<file path="src/rtl/flp_pkg.sv">
`default_nettype none

package flp_pkg;

  localparam int ACC_WIDTH_DEF = 64;
  localparam int MUL_W         = 64;
  localparam int HALF_W        = 32;
  localparam int PROD_W        = 128;
  localparam int OUT_W         = 63;
  localparam int Q_DEPTH       = 2;

  localparam logic [MUL_W-1:0] KILO_SCALE = 64'd1000;
  localparam logic [MUL_W-1:0] MEGA_SCALE = 64'd1000000;
  localparam logic [MUL_W-1:0] UNIT_SCALE = 64'd1;

  typedef enum logic [2:0] {
    CLS_DIGIT,
    CLS_POINT,
    CLS_SEP,
    CLS_SLASH,
    CLS_KILO,
    CLS_MEGA,
    CLS_BAD,
    CLS_END
  } cls_e;

  typedef struct packed {
    cls_e       cls;
    logic [3:0] digit;
  } item_t;

  typedef enum logic [1:0] {
    ST_OK,
    ST_SYNTAX,
    ST_ZERO_DEN,
    ST_OVERFLOW
  } status_e;

  typedef enum logic [1:0] {
    UNIT_NONE,
    UNIT_KILO,
    UNIT_MEGA
  } unit_e;

  typedef enum logic [2:0] {
    BK_IDLE,
    BK_MUL1,
    BK_ADD,
    BK_MUL2,
    BK_OUT
  } back_state_e;

  typedef struct packed {
    logic             start;
    logic [MUL_W-1:0] a;
    logic [MUL_W-1:0] b;
  } mul_req_t;

  typedef struct packed {
    logic              done;
    logic [PROD_W-1:0] prod;
  } mul_rsp_t;

endpackage

`default_nettype wire

</file>
<file path="src/rtl/flp_front.sv">
`default_nettype none

module flp_front
  import flp_pkg::*;
(
  input  wire logic       mode_i,
  input  wire logic [7:0] char_code_i,
  output item_t           item_o
);

  localparam logic [7:0] ChPoint = 8'h2E;
  localparam logic [7:0] ChSpace = 8'h20;
  localparam logic [7:0] ChUnder = 8'h5F;
  localparam logic [7:0] ChSlash = 8'h2F;
  localparam logic [7:0] ChKilo  = 8'h6B;
  localparam logic [7:0] ChMega  = 8'h4D;
  localparam logic [7:0] ChZero  = 8'h30;
  localparam logic [7:0] ChNine  = 8'h39;

  always_comb begin
    // ASCII digits carry their value in the low nibble
    item_o.digit = char_code_i[3:0];
    if (mode_i) begin
      item_o.cls = CLS_END;
    end else if (char_code_i >= ChZero && char_code_i <= ChNine) begin
      item_o.cls = CLS_DIGIT;
    end else if (char_code_i == ChPoint) begin
      item_o.cls = CLS_POINT;
    end else if (char_code_i == ChSpace || char_code_i == ChUnder) begin
      item_o.cls = CLS_SEP;
    end else if (char_code_i == ChSlash) begin
      item_o.cls = CLS_SLASH;
    end else if (char_code_i == ChKilo) begin
      item_o.cls = CLS_KILO;
    end else if (char_code_i == ChMega) begin
      item_o.cls = CLS_MEGA;
    end else begin
      item_o.cls = CLS_BAD;
    end
  end

endmodule

`default_nettype wire

</file>
<file path="src/rtl/flp_fifo.sv">
`default_nettype none

module flp_fifo
  import flp_pkg::*;
(
  input  wire logic  clk_i,
  input  wire logic  rst_ni,
  input  wire logic  push_i,
  input  wire item_t item_i,
  output logic       full_o,
  output logic       valid_o,
  input  wire logic  pop_i,
  output item_t      item_o
);

  localparam int PtrW = (Q_DEPTH > 1) ? $clog2(Q_DEPTH) : 1;
  localparam int CntW = $clog2(Q_DEPTH + 1);

  item_t           mem_q [Q_DEPTH];
  logic [PtrW-1:0] wr_ptr_q, wr_ptr_d;
  logic [PtrW-1:0] rd_ptr_q, rd_ptr_d;
  logic [CntW-1:0] cnt_q, cnt_d;
  logic            do_push, do_pop;

  assign full_o  = (cnt_q == CntW'(Q_DEPTH));
  assign valid_o = (cnt_q != '0);
  assign item_o  = mem_q[rd_ptr_q];
  assign do_push = push_i && !full_o;
  assign do_pop  = pop_i && valid_o;

  always_comb begin
    wr_ptr_d = wr_ptr_q;
    rd_ptr_d = rd_ptr_q;
    cnt_d    = cnt_q;
    if (do_push) begin
      wr_ptr_d = (wr_ptr_q == PtrW'(Q_DEPTH - 1)) ? '0 : wr_ptr_q + PtrW'(1);
    end
    if (do_pop) begin
      rd_ptr_d = (rd_ptr_q == PtrW'(Q_DEPTH - 1)) ? '0 : rd_ptr_q + PtrW'(1);
    end
    if (do_push && !do_pop) begin
      cnt_d = cnt_q + CntW'(1);
    end else if (do_pop && !do_push) begin
      cnt_d = cnt_q - CntW'(1);
    end
  end

  always_ff @(posedge clk_i or negedge rst_ni) begin
    if (!rst_ni) begin
      wr_ptr_q <= '0;
      rd_ptr_q <= '0;
      cnt_q    <= '0;
    end else begin
      wr_ptr_q <= wr_ptr_d;
      rd_ptr_q <= rd_ptr_d;
      cnt_q    <= cnt_d;
    end
  end

  always_ff @(posedge clk_i) begin
    if (do_push) begin
      mem_q[wr_ptr_q] <= item_i;
    end
  end

endmodule

`default_nettype wire

</file>
<file path="src/rtl/flp_mul.sv">
`default_nettype none

module flp_mul
  import flp_pkg::*;
(
  input  wire logic     clk_i,
  input  wire logic     rst_ni,
  input  wire mul_req_t req_i,
  output mul_rsp_t      rsp_o
);

  logic [MUL_W-1:0]  a_q, b_q;
  logic [1:0]        cnt_q;
  logic              busy_q;
  logic [MUL_W-1:0]  pp_q;
  logic [1:0]        pp_sh_q;
  logic              pp_v_q, pp_last_q;
  logic [PROD_W-1:0] acc_q, acc_d;
  logic              done_q;
  logic [HALF_W-1:0] a_half, b_half;

  // partial product index: cnt[1] picks the half of a, cnt[0] the half of b
  assign a_half = cnt_q[1] ? a_q[MUL_W-1:HALF_W] : a_q[HALF_W-1:0];
  assign b_half = cnt_q[0] ? b_q[MUL_W-1:HALF_W] : b_q[HALF_W-1:0];

  always_comb begin
    case (pp_sh_q)
      2'd0:    acc_d = acc_q + PROD_W'(pp_q);
      2'd1:    acc_d = acc_q + (PROD_W'(pp_q) << HALF_W);
      2'd2:    acc_d = acc_q + (PROD_W'(pp_q) << MUL_W);
      default: acc_d = acc_q;
    endcase
  end

  always_ff @(posedge clk_i or negedge rst_ni) begin
    if (!rst_ni) begin
      busy_q    <= 1'b0;
      cnt_q     <= '0;
      pp_v_q    <= 1'b0;
      pp_last_q <= 1'b0;
      done_q    <= 1'b0;
    end else begin
      pp_v_q    <= busy_q;
      pp_last_q <= busy_q && (cnt_q == 2'd3);
      done_q    <= pp_v_q && pp_last_q;
      if (req_i.start) begin
        busy_q <= 1'b1;
        cnt_q  <= '0;
      end else if (busy_q) begin
        cnt_q <= cnt_q + 2'd1;
        if (cnt_q == 2'd3) begin
          busy_q <= 1'b0;
        end
      end
    end
  end

  always_ff @(posedge clk_i) begin
    if (req_i.start) begin
      a_q   <= req_i.a;
      b_q   <= req_i.b;
      acc_q <= '0;
    end else if (pp_v_q) begin
      acc_q <= acc_d;
    end
    pp_q    <= MUL_W'(a_half) * MUL_W'(b_half);
    pp_sh_q <= 2'(cnt_q[1]) + 2'(cnt_q[0]);
  end

  assign rsp_o.done = done_q;
  assign rsp_o.prod = acc_q;

endmodule

`default_nettype wire

</file>
<file path="src/rtl/flp_back.sv">
`default_nettype none

module flp_back
  import flp_pkg::*;
#(
  parameter int ACC_WIDTH = ACC_WIDTH_DEF
) (
  input  wire logic             clk_i,
  input  wire logic             rst_ni,
  input  wire logic             q_valid_i,
  input  wire item_t            item_i,
  output logic                  pop_o,
  output mul_req_t              mul_req_o,
  input  wire mul_rsp_t         mul_rsp_i,
  output logic                  out_valid_o,
  input  wire logic             out_stall_i,
  output logic [OUT_W-1:0]      numerator_o,
  output logic [OUT_W-1:0]      denominator_o,
  output logic [1:0]            status_o
);

  localparam int V = ACC_WIDTH - 1;

  back_state_e   state_q, state_d;
  logic [V-1:0]  dig_q, dig_d;
  logic [V-1:0]  den_q, den_d;
  logic [V-1:0]  int_q, int_d;
  logic [V-1:0]  num_q, num_d;
  unit_e         unit_q, unit_d;
  logic          pt_q, pt_d;
  logic          sep_q, sep_d;
  logic          sl_q, sl_d;
  status_e       sticky_q, sticky_d;
  status_e       st_q, st_d;
  logic          ovf_q, ovf_d;

  logic          out_valid_q, out_valid_d;
  logic [OUT_W-1:0] out_num_q, out_num_d;
  logic [OUT_W-1:0] out_den_q, out_den_d;
  status_e       out_st_q, out_st_d;

  logic          take;
  logic          out_free;
  logic          end_go;
  logic [V+3:0]  dig_next, den_next, den_scaled;
  logic [V:0]    sum;
  logic          prod_ovf;
  logic [MUL_W-1:0] unit_val;

  assign take     = (state_q == BK_IDLE) && q_valid_i;
  assign out_free = !out_valid_q || !out_stall_i;
  assign end_go   = (sticky_q == ST_OK) && (den_q != '0);

  // x*10 + d as (x<<3) + (x<<1) + d; the value limit is all ones in V bits
  assign dig_next   = (V+4)'({dig_q, 3'b000}) + (V+4)'({dig_q, 1'b0}) + (V+4)'(item_i.digit);
  assign den_scaled = (V+4)'({den_q, 3'b000}) + (V+4)'({den_q, 1'b0});
  assign den_next   = den_scaled + (V+4)'(item_i.digit);
  assign sum        = (V+1)'(dig_q) + (V+1)'(num_q);
  assign prod_ovf   = |mul_rsp_i.prod[PROD_W-1:V];

  always_comb begin
    case (unit_q)
      UNIT_KILO: unit_val = KILO_SCALE;
      UNIT_MEGA: unit_val = MEGA_SCALE;
      default:   unit_val = UNIT_SCALE;
    endcase
  end

  // next state
  always_comb begin
    state_d = state_q;
    case (state_q)
      BK_IDLE: begin
        if (take && item_i.cls == CLS_END) begin
          state_d = end_go ? BK_MUL1 : BK_OUT;
        end
      end
      BK_MUL1: begin
        if (mul_rsp_i.done) begin
          state_d = BK_ADD;
        end
      end
      BK_ADD: state_d = BK_MUL2;
      BK_MUL2: begin
        if (mul_rsp_i.done) begin
          state_d = BK_OUT;
        end
      end
      BK_OUT: begin
        if (out_free) begin
          state_d = BK_IDLE;
        end
      end
      default: state_d = BK_IDLE;
    endcase
  end

  // datapath and outputs
  always_comb begin
    dig_d       = dig_q;
    den_d       = den_q;
    int_d       = int_q;
    num_d       = num_q;
    unit_d      = unit_q;
    pt_d        = pt_q;
    sep_d       = sep_q;
    sl_d        = sl_q;
    sticky_d    = sticky_q;
    st_d        = st_q;
    ovf_d       = ovf_q;
    out_valid_d = out_valid_q && out_stall_i;
    out_num_d   = out_num_q;
    out_den_d   = out_den_q;
    out_st_d    = out_st_q;
    pop_o       = 1'b0;
    mul_req_o.start = 1'b0;
    mul_req_o.a     = MUL_W'(int_q);
    mul_req_o.b     = MUL_W'(den_q);

    case (state_q)
      BK_IDLE: begin
        pop_o = q_valid_i;
        if (take) begin
          if (item_i.cls == CLS_END) begin
            ovf_d = 1'b0;
            if (sticky_q != ST_OK) begin
              st_d = sticky_q;
            end else if (den_q == '0) begin
              st_d = ST_ZERO_DEN;
            end else begin
              st_d = ST_OK;
              mul_req_o.start = 1'b1;
            end
          end else if (sticky_q == ST_OK) begin
            case (item_i.cls)
              CLS_POINT: begin
                if (pt_q || sep_q || sl_q) begin
                  sticky_d = ST_SYNTAX;
                end else begin
                  pt_d = 1'b1;
                end
              end
              CLS_SEP: begin
                if (pt_q || sep_q || sl_q) begin
                  sticky_d = ST_SYNTAX;
                end else begin
                  sep_d = 1'b1;
                  int_d = dig_q;
                  dig_d = '0;
                end
              end
              CLS_SLASH: begin
                if (pt_q || sl_q) begin
                  sticky_d = ST_SYNTAX;
                end else begin
                  sl_d  = 1'b1;
                  den_d = '0;
                end
              end
              CLS_KILO, CLS_MEGA: begin
                if (unit_q != UNIT_NONE) begin
                  sticky_d = ST_SYNTAX;
                end else begin
                  unit_d = (item_i.cls == CLS_KILO) ? UNIT_KILO : UNIT_MEGA;
                end
              end
              CLS_DIGIT: begin
                if (sl_q) begin
                  den_d = den_next[V-1:0];
                  if (|den_next[V+3:V]) begin
                    sticky_d = ST_OVERFLOW;
                  end
                end else begin
                  dig_d = dig_next[V-1:0];
                  if (pt_q) begin
                    den_d = den_scaled[V-1:0];
                  end
                  if ((|dig_next[V+3:V]) || (pt_q && (|den_scaled[V+3:V]))) begin
                    sticky_d = ST_OVERFLOW;
                  end
                end
              end
              default: sticky_d = ST_SYNTAX;
            endcase
          end
        end
      end
      BK_MUL1: begin
        if (mul_rsp_i.done) begin
          num_d = mul_rsp_i.prod[V-1:0];
          ovf_d = ovf_q || prod_ovf;
        end
      end
      BK_ADD: begin
        num_d           = sum[V-1:0];
        ovf_d           = ovf_q || sum[V];
        mul_req_o.start = 1'b1;
        mul_req_o.a     = MUL_W'(sum[V-1:0]);
        mul_req_o.b     = unit_val;
      end
      BK_MUL2: begin
        if (mul_rsp_i.done) begin
          num_d = mul_rsp_i.prod[V-1:0];
          if (ovf_q || prod_ovf) begin
            st_d = ST_OVERFLOW;
          end
        end
      end
      BK_OUT: begin
        if (out_free) begin
          out_valid_d = 1'b1;
          out_st_d    = st_q;
          out_num_d   = (st_q == ST_OK) ? OUT_W'(num_q) : '0;
          out_den_d   = (st_q == ST_OK) ? OUT_W'(den_q) : '0;
          // literal done: back to the empty parse state
          dig_d    = '0;
          den_d    = V'(1);
          int_d    = '0;
          unit_d   = UNIT_NONE;
          pt_d     = 1'b0;
          sep_d    = 1'b0;
          sl_d     = 1'b0;
          sticky_d = ST_OK;
        end
      end
      default: ;
    endcase
  end

  always_ff @(posedge clk_i or negedge rst_ni) begin
    if (!rst_ni) begin
      state_q     <= BK_IDLE;
      dig_q       <= '0;
      den_q       <= V'(1);
      int_q       <= '0;
      unit_q      <= UNIT_NONE;
      pt_q        <= 1'b0;
      sep_q       <= 1'b0;
      sl_q        <= 1'b0;
      sticky_q    <= ST_OK;
      st_q        <= ST_OK;
      ovf_q       <= 1'b0;
      out_valid_q <= 1'b0;
    end else begin
      state_q     <= state_d;
      dig_q       <= dig_d;
      den_q       <= den_d;
      int_q       <= int_d;
      unit_q      <= unit_d;
      pt_q        <= pt_d;
      sep_q       <= sep_d;
      sl_q        <= sl_d;
      sticky_q    <= sticky_d;
      st_q        <= st_d;
      ovf_q       <= ovf_d;
      out_valid_q <= out_valid_d;
    end
  end

  always_ff @(posedge clk_i) begin
    num_q     <= num_d;
    out_num_q <= out_num_d;
    out_den_q <= out_den_d;
    out_st_q  <= out_st_d;
  end

  assign out_valid_o   = out_valid_q;
  assign numerator_o   = out_num_q;
  assign denominator_o = out_den_q;
  assign status_o      = out_st_q;

endmodule

`default_nettype wire

</file>
<file path="src/rtl/fraction_literal_parser.sv">
// Channel | Direction | Handshake                   | Payload
// in      | in        | in_valid_i / in_stall_o     | mode_i, char_code_i
// out     | out       | out_valid_o / out_stall_i   | numerator_o, denominator_o, status_o
//
// Characters flow one per cycle while the back end is idle;
// the two-entry queue holds up to two items while the back end is busy.
// An end item holds the back end through the take, two 64x64 products (each
// four 32x32 partial products through one multiplier), an add and the output
// load. An end item with an error status goes from the take to the output load.
// Reset clears the queue, the parse state and the output valid flag.
// A stalled output holds the back end at the end item; the queue then fills.
`default_nettype none

module fraction_literal_parser
  import flp_pkg::*;
#(
  parameter int ACC_WIDTH = ACC_WIDTH_DEF
) (
  input  wire logic             clk_i,
  input  wire logic             rst_ni,
  input  wire logic             in_valid_i,
  output logic                  in_stall_o,
  input  wire logic             mode_i,
  input  wire logic [7:0]       char_code_i,
  output logic                  out_valid_o,
  input  wire logic             out_stall_i,
  output logic [OUT_W-1:0]      numerator_o,
  output logic [OUT_W-1:0]      denominator_o,
  output logic [1:0]            status_o
);

  item_t    front_item;
  item_t    q_item;
  logic     q_full, q_valid, q_pop;
  mul_req_t mul_req;
  mul_rsp_t mul_rsp;

  assign in_stall_o = q_full;

  flp_front u_front (
    .mode_i      (mode_i),
    .char_code_i (char_code_i),
    .item_o      (front_item)
  );

  flp_fifo u_fifo (
    .clk_i   (clk_i),
    .rst_ni  (rst_ni),
    .push_i  (in_valid_i),
    .item_i  (front_item),
    .full_o  (q_full),
    .valid_o (q_valid),
    .pop_i   (q_pop),
    .item_o  (q_item)
  );

  flp_mul u_mul (
    .clk_i  (clk_i),
    .rst_ni (rst_ni),
    .req_i  (mul_req),
    .rsp_o  (mul_rsp)
  );

  flp_back #(
    .ACC_WIDTH (ACC_WIDTH)
  ) u_back (
    .clk_i         (clk_i),
    .rst_ni        (rst_ni),
    .q_valid_i     (q_valid),
    .item_i        (q_item),
    .pop_o         (q_pop),
    .mul_req_o     (mul_req),
    .mul_rsp_i     (mul_rsp),
    .out_valid_o   (out_valid_o),
    .out_stall_i   (out_stall_i),
    .numerator_o   (numerator_o),
    .denominator_o (denominator_o),
    .status_o      (status_o)
  );

endmodule

`default_nettype wire
</file>
<file path="config.mk">
export PLATFORM = sky130hd
export DESIGN_NAME = fraction_literal_parser
export DESIGN_NICKNAME = d
export VERILOG_FILES = /design/src/rtl/flp_pkg.sv /design/src/rtl/flp_front.sv /design/src/rtl/flp_fifo.sv /design/src/rtl/flp_mul.sv /design/src/rtl/flp_back.sv /design/src/rtl/fraction_literal_parser.sv
export SDC_FILE = /design/constraint.sdc
export NUM_CORES = 2
export LEC_CHECK = 0
export ABC_CLOCK_PERIOD_IN_PS = 13000
export BUFFER_PORTS_ARGS = -buffer_cell sky130_fd_sc_hd__buf_2
export CAP_MARGIN = 30
export CORE_ASPECT_RATIO = 2
export CORE_MARGIN = 4
export CORE_UTILIZATION = 50
export CTS_BUF_LIST = sky130_fd_sc_hd__clkbuf_2 sky130_fd_sc_hd__clkbuf_4 sky130_fd_sc_hd__clkbuf_8
export DETAILED_ROUTE_END_ITERATION = 7
export PLACE_DENSITY = 0.69
export SLEW_MARGIN = 20
export SYNTH_ARGS = -nofsm -noshare
export SYNTH_HDL_FRONTEND = slang
export SYNTH_HIERARCHICAL = 1
export SYNTH_SLANG_ARGS = --single-unit
</file>
<file path="constraint.sdc">
create_clock -name clk_i -period 13 [get_ports clk_i]
set_input_delay 0.65 -clock clk_i [delete_from_list [all_inputs] [get_ports clk_i]]
set_output_delay 0.65 -clock clk_i [all_outputs]
set_load 0.03 [all_outputs]
</file>
### Word level (Yosys, flattened, before mapping)

Memory sizes are Yosys's and may differ from the RTL's.
Cells that the tools add are included.

| word-level totals | value |
|---|---|
| latch bits | 0 |
| memories kept | 1 |
| input port bits | 13 |
| flip-flop bits (word level) | 726 |
| bits in writable memories | 14 |
| memory bits (read-only) | 0 |
| output and inout bits | 130 |
| word-level logic and storage cells | 270 |

| operators by class | value |
|---|---|
| reductions and logical operators | 62 |
| $lt $le $gt $ge | 2 |
| add/sub/neg operators | 14 |
| muxes and demuxes | 110 |
| $mul | 1 |
| equal/unequal tests | 50 |
| div/mod/pow operators | 0 |
| shift-type cells | 0 |
| bitwise gates (word level) | 0 |

Memories:

| name | words | width | read ports | clocked after Yosys merged registers in | wr ports | line | text |
|---|---|---|---|---|---|---|---|
| u_fifo.mem_q | 2 | 7 | 1 | 0 | 1 | flp_fifo.sv:19 | `item_t mem_q [Q_DEPTH];` |

Operators with widths:

| operator | count |
|---|---|
| 63-bit two-way mux | 19 |
| 63-bit one-hot mux with 2 select lines | 6 |
| 128-bit one-hot mux with 3 select lines | 1 |
| 66-bit by 64-bit adder with 67-bit output | 2 |
| 67-bit by 4-bit adder with 67-bit output | 2 |
| 128-bit adder | 1 |
| 128-bit by 64-bit adder with 128-bit output | 1 |
| 128-bit by 96-bit adder with 128-bit output | 1 |
| 127-bit two-way mux | 1 |
| 65-bit OR reduction | 1 |
| 63-bit by 63-bit adder with 64-bit output | 1 |
| 32-bit by 32-bit multiplier with 64-bit output | 1 |
| 32-bit two-way mux | 2 |
| 63-bit zero test | 1 |
| 63-bit nonzero test | 1 |
| 2-bit two-way mux | 27 |
| 20-bit one-hot mux with 2 select lines | 1 |
| 3-bit two-way mux | 11 |
| 1-bit two-way mux | 32 |
| 7-bit AND reduction | 4 |
| 2-bit inequality test (second input constant) | 13 |
| 8-bit by 6-bit == test with 1-bit output (second input constant) | 3 |
| 8-bit by 7-bit == test with 1-bit output (second input constant) | 3 |
| 3-bit inequality test (second input constant) | 8 |
| 34 further kinds | 96 |

### Logic depth before layout (Yosys ltp)

| depth | value |
|---|---|
| depth in word-level cells | 11 |
| depth in mapped cells | 34 |
| depth with buffers taken out | 30 |

### Hierarchy

Netlist, hierarchy kept.

By module, submodules not included:

| module | instances | sequential area each (um^2) | cells each | area an instance (um^2) |
|---|---|---|---|---|
| flp_mul | 1 | 7877.6 | 6721 | 57123.5 |
| flp_back | 1 | 10816.6 | 3532 | 30340.3 |
| flp_fifo | 1 | 520.5 | 41 | 711.9 |
| flp_front | 1 | 0.0 | 24 | 170.2 |

### Worst setup path before layout

OpenSTA, ideal clock, no wires.

| timing | value |
|---|---|
| kind | flip-flop to flip-flop |
| start | register u_back.state_q[1] |
| end | register u_mul.acc_q[92] |
| library setup time | 122 ps |
| slack | 440 ps |
| stages on the path, launching flop included | 14 |
| arrival | 12438 ps |
| required time | 12878 ps |
| buffers on the path | 1 |
| clock period less this slack | 12560 ps |
| path through | dfrtp_1 > clkbuf_1 > nor3_1 > nand2_1 > inv_1 > nand2_1 > o21ai_0 > inv_1 > nand2_1 > or4_1 > o22a_1 > nand2_1 > o311a_1 > a221o_1 |

RTL lines:

| what | line | text |
|---|---|---|
| start, declared | flp_back.sv:24 | `back_state_e state_q, state_d;` |
| start signal, assigned | flp_back.sv:245 | `state_q <= state_d;` |
| end signal, assigned | flp_mul.sv:62 | `acc_q <= '0;` |
| end signal, assigned | flp_mul.sv:64 | `acc_q <= acc_d;` |
| end, declared | flp_mul.sv:18 | `logic [PROD_W-1:0] acc_q, acc_d;` |

### Worst setup path after layout

| timing | value |
|---|---|
| start | register u_mul.cnt_q[1] |
| end | register u_mul.pp_q[62] |

| between the ends | value |
|---|---|
| longest elaborated chain between the ends | 2 |

RTL lines:

| what | line | text |
|---|---|---|
| start, declared | flp_mul.sv:13 | `logic [1:0] cnt_q;` |
| start signal, assigned | flp_mul.sv:50 | `cnt_q <= cnt_q + 2'd1;` |
| 32-bit two-way mux | flp_mul.sv:23 | `assign a_half = cnt_q[1] ? a_q[MUL_W-1:HALF_W] : a_q[HALF_W-1:0];` |
| 32-bit by 32-bit multiplier with 64-bit output | flp_mul.sv:66 | `pp_q <= MUL_W'(a_half) * MUL_W'(b_half);` |
| end signal, assigned | flp_mul.sv:66 |  |
| end, declared | flp_mul.sv:15 | `logic [MUL_W-1:0] pp_q;` |

Every way passes these cells.
A chain may end at the register's enable or synchronous reset.

==> impl_metrics.tcl <==
set metrics [dict create \
    status "finished with violations" \
    violations "design-rule violations" \
    cts_hold_buf 2 \
    start_util_pct 50.2 \
    synthAdderAreaFrac_pct 30.6 \
    end_kind "flip-flop" \
    io_pins 143 \
    fp.dieH_um 602 \
    synth_compound_area_share_pct 16.6 \
    min_period_ns 10.63 \
    io_buffers 142 \
    totalNegativeSetupSlack_ns 0 \
    cp_max_fo 45 \
    tritoncts "yes" \
    grt_first_pass_wirelength_mm 549 \
    grt_max_degree 104 \
    hold_depth 1 \
    drv_slew 0 \
    cts_htree_levels 3 \
    grt_pass1_vias 82500 \
    multi_input_area_sq_um 63700 \
    clk_pin_slew_ns 0.09 \
    grt_usage_pct 40.7 \
    fmax_mhz 94.1 \
    synthXorXnorAreaFrac_pct 4.63 \
    synth-async-reset-ratio_pct 28.8 \
    ys_ff_latch 740 \
    syn_inst 10300 \
    clock_path_buffers 3 \
    slowest_stage "dfrtp_4" \
    drt_wl_total_mm 382 \
    tightest_slew_ns 1.18 \
    whs_ns 0.0925 \
    drt-pass1-iter-count 8 \
    layout_common_cells "1354 x nand2_1, 1033 x nor2_1, 1011 x inv_1" \
    drive_above_1_share_pct 7.28 \
    worstPathArrival_ns 11.39 \
    antenna_found_initial 40 \
    crit_required_ns 13.76 \
    layout.nets 11800 \
    instances_no_fill 12600 \
    die-area_sq_um 184000 \
    clockRootBuffer "clkbuf_8" \
    yosysWarnings 6 \
    numPlacedInstances 12400 \
    core_area_sq_um 176000 \
    fp.dieW_um 305 \
    synth_flop_cell "edfxtp_1" \
    relSlewSlack_pct 21.4 \
    gp_congestion 1.11 \
    drc 11 \
    cp_common_cell "fa_1" \
    hp-class "in2reg" \
    reg2regPathDepth 28 \
    cts_setup_buffers 0 \
    wl_per_cell_um 30.3 \
    row_count 218 \
    pre_cts_slack_ns 2.59 \
    synth_simple_gate_area_share_pct 17.9 \
    rsz0062_at_grt "false" \
    drtIter0Drc 6519 \
    critPathKind "reg2reg" \
    syn_avg_cell_area_sq_um 8.56 \
    fillers 16500 \
    register_area_sq_um 19200 \
    max_cap_viol_count 0 \
    via_per_inst 6.37 \
    ys_seq_area_share_pct 21.7 \
    synth_top_family_by_area "adder cells" \
    setup-violations-final 0 \
    finalHoldViolCount 0 \
    dp_hpwl_mm 307 \
    layout_commonest_cell "nand2_1" \
    cts_made_buffers 107 \
    synth-edff-count 333 \
    syn2layout_area_growth_pct 6.62 \
    ys_types 124 \
    fin_skew_ns 0.0854 \
    vias 80300 \
    startpoint_type "flip-flop" \
    synth_mux_area_share_pct 1.86 \
    setup_slack_ns 2.37 \
    period_share_pct 81.7 \
    cts_resized 0 \
    drtAntennaViolNets 0 \
    clock-sinks 740 \
    globalRoute.totalOverflow 0 \
    worstSkewPairLatency_ns 0.90 \
    netlist_area_sq_um 88300 \
    max_stage_delay_ns 0.93 \
]
[cell families (layout without fill, tap and decap cells)]
logic type,Yosys count,count (layout)
flip-flops,740,740
AND/OR/NAND/NOR,3489,3489
AO/OA/AOI/OAI,2296,2296
multiplexers,155,155
buffers and inverters,1552,1517
XOR/XNOR,467,467
other,1,26
adder cells (fa/ha/maj),1618,1618
[layout make-up]
class                      count  area share, %
multi-input combinational   8027           67.6
sequential                   740           20.4
inverter                    1012           4.03
tap                         2310           3.07
timing repair buffer         302           2.11
clock buffer                 137           1.86
clock inverter                66          0.821
antenna                       24         0.0638
[final timing paths]
check / start / end / slack [ns]
min in group asynchronous: rst_ni / u_back/den_q[40] / 0.38
max reg2reg: u_mul/cnt_q[1] / u_mul/pp_q[62] / 2.37
max in group asynchronous: rst_ni / u_back/dig_q[2] / 10.44
min: char_code_i[3] / u_fifo/mem_q[0][3] / 0.09
max: u_mul/cnt_q[1] / u_mul/pp_q[62] / 2.37
min reg2reg: u_back/int_q[30] / u_back/int_q[30] / 0.48
[sequential cells by signal, indices dropped and copies added (netlist names), 3 cells and up]
register and count:
u_back/den_q 63, u_back/int_q 63, u_back/numerator_o 63, u_back/state_q 3, u_mul/acc_q 128, u_mul/a_q 64, u_mul/pp_q 64, u_back/num_q 63
u_back/denominator_o 63, u_mul/b_q 64, u_back/dig_q 63, u_fifo/mem_q 14
[per-layer routing]
| metal | share of wire, % | GRT usage [%] |
|---|---|---|
| met1 | 32 | 40.7 |
| met2 | 48 | 69.4 |
| met3 | 7.1 | 7.40 |
| met4 | 13 | 41.2 |
| met5 | 0.017 | 0 |
[through the flow]
stage | utilization, % | cell area, sq um
floorplan | - | 88300
CTS | 53.4 | 94000
detailed placement | 52.0 | 91500
global placement | 51.9 | 91400
finish | 53.5 | 94200
global route | 53.5 | 94100
[cells in the mapped netlist, types with 23 or more instances]
cell      number  area share, %
a211oi_1      86           0.73
a21o_1       266            2.3
a21oi_1      627            3.6
a221oi_1      65           0.64
a31oi_1       75           0.53
and2_1       227            1.6
and3_1        72           0.51
and4_1        24           0.24
clkbuf_1     496            2.1
dfrtp_1      212            6.0
dfxtp_1      194            4.4
edfxtp_1     333             11
fa_1         904             20
ha_1         714             10
inv_1       1011            4.3
mux2_2        65           0.83
mux2i_1       82           0.93
nand2_1     1358            5.8
nand2b_1      46           0.33
nand3_1      158           0.90
nand4_1      150            1.1
nor2_1      1037            4.4
nor2b_1       45           0.32
nor3_1       134           0.76
nor4_1        79           0.56
o211ai_1      38           0.32
o21a_1        59           0.50
o21ai_0      598            3.4
o21bai_1      95           0.81
o22ai_1       28           0.20
o31ai_1       58           0.49
or2_2         23           0.16
or3_1         32           0.23
xnor2_1      276            2.7
xor2_1       191            1.9
[worst max-delay path, delay by kind of cell, from the launching register on]
| family | cells | cell delay, ns |
|---|---|---|
| xor+xnor | 1 | 0.15 |
| simple gates | 2 | 0.32 |
| buf+inv | 5 | 0.70 |
| mux | 1 | 0.81 |
| fa+ha+maj | 9 | 4.49 |
| flops | 1 | 0.93 |
| compound gates | 10 | 3.08 |
Power is not shown: default switching activity piles up to over one toggle a cycle in this logic, so the estimate is an artifact.
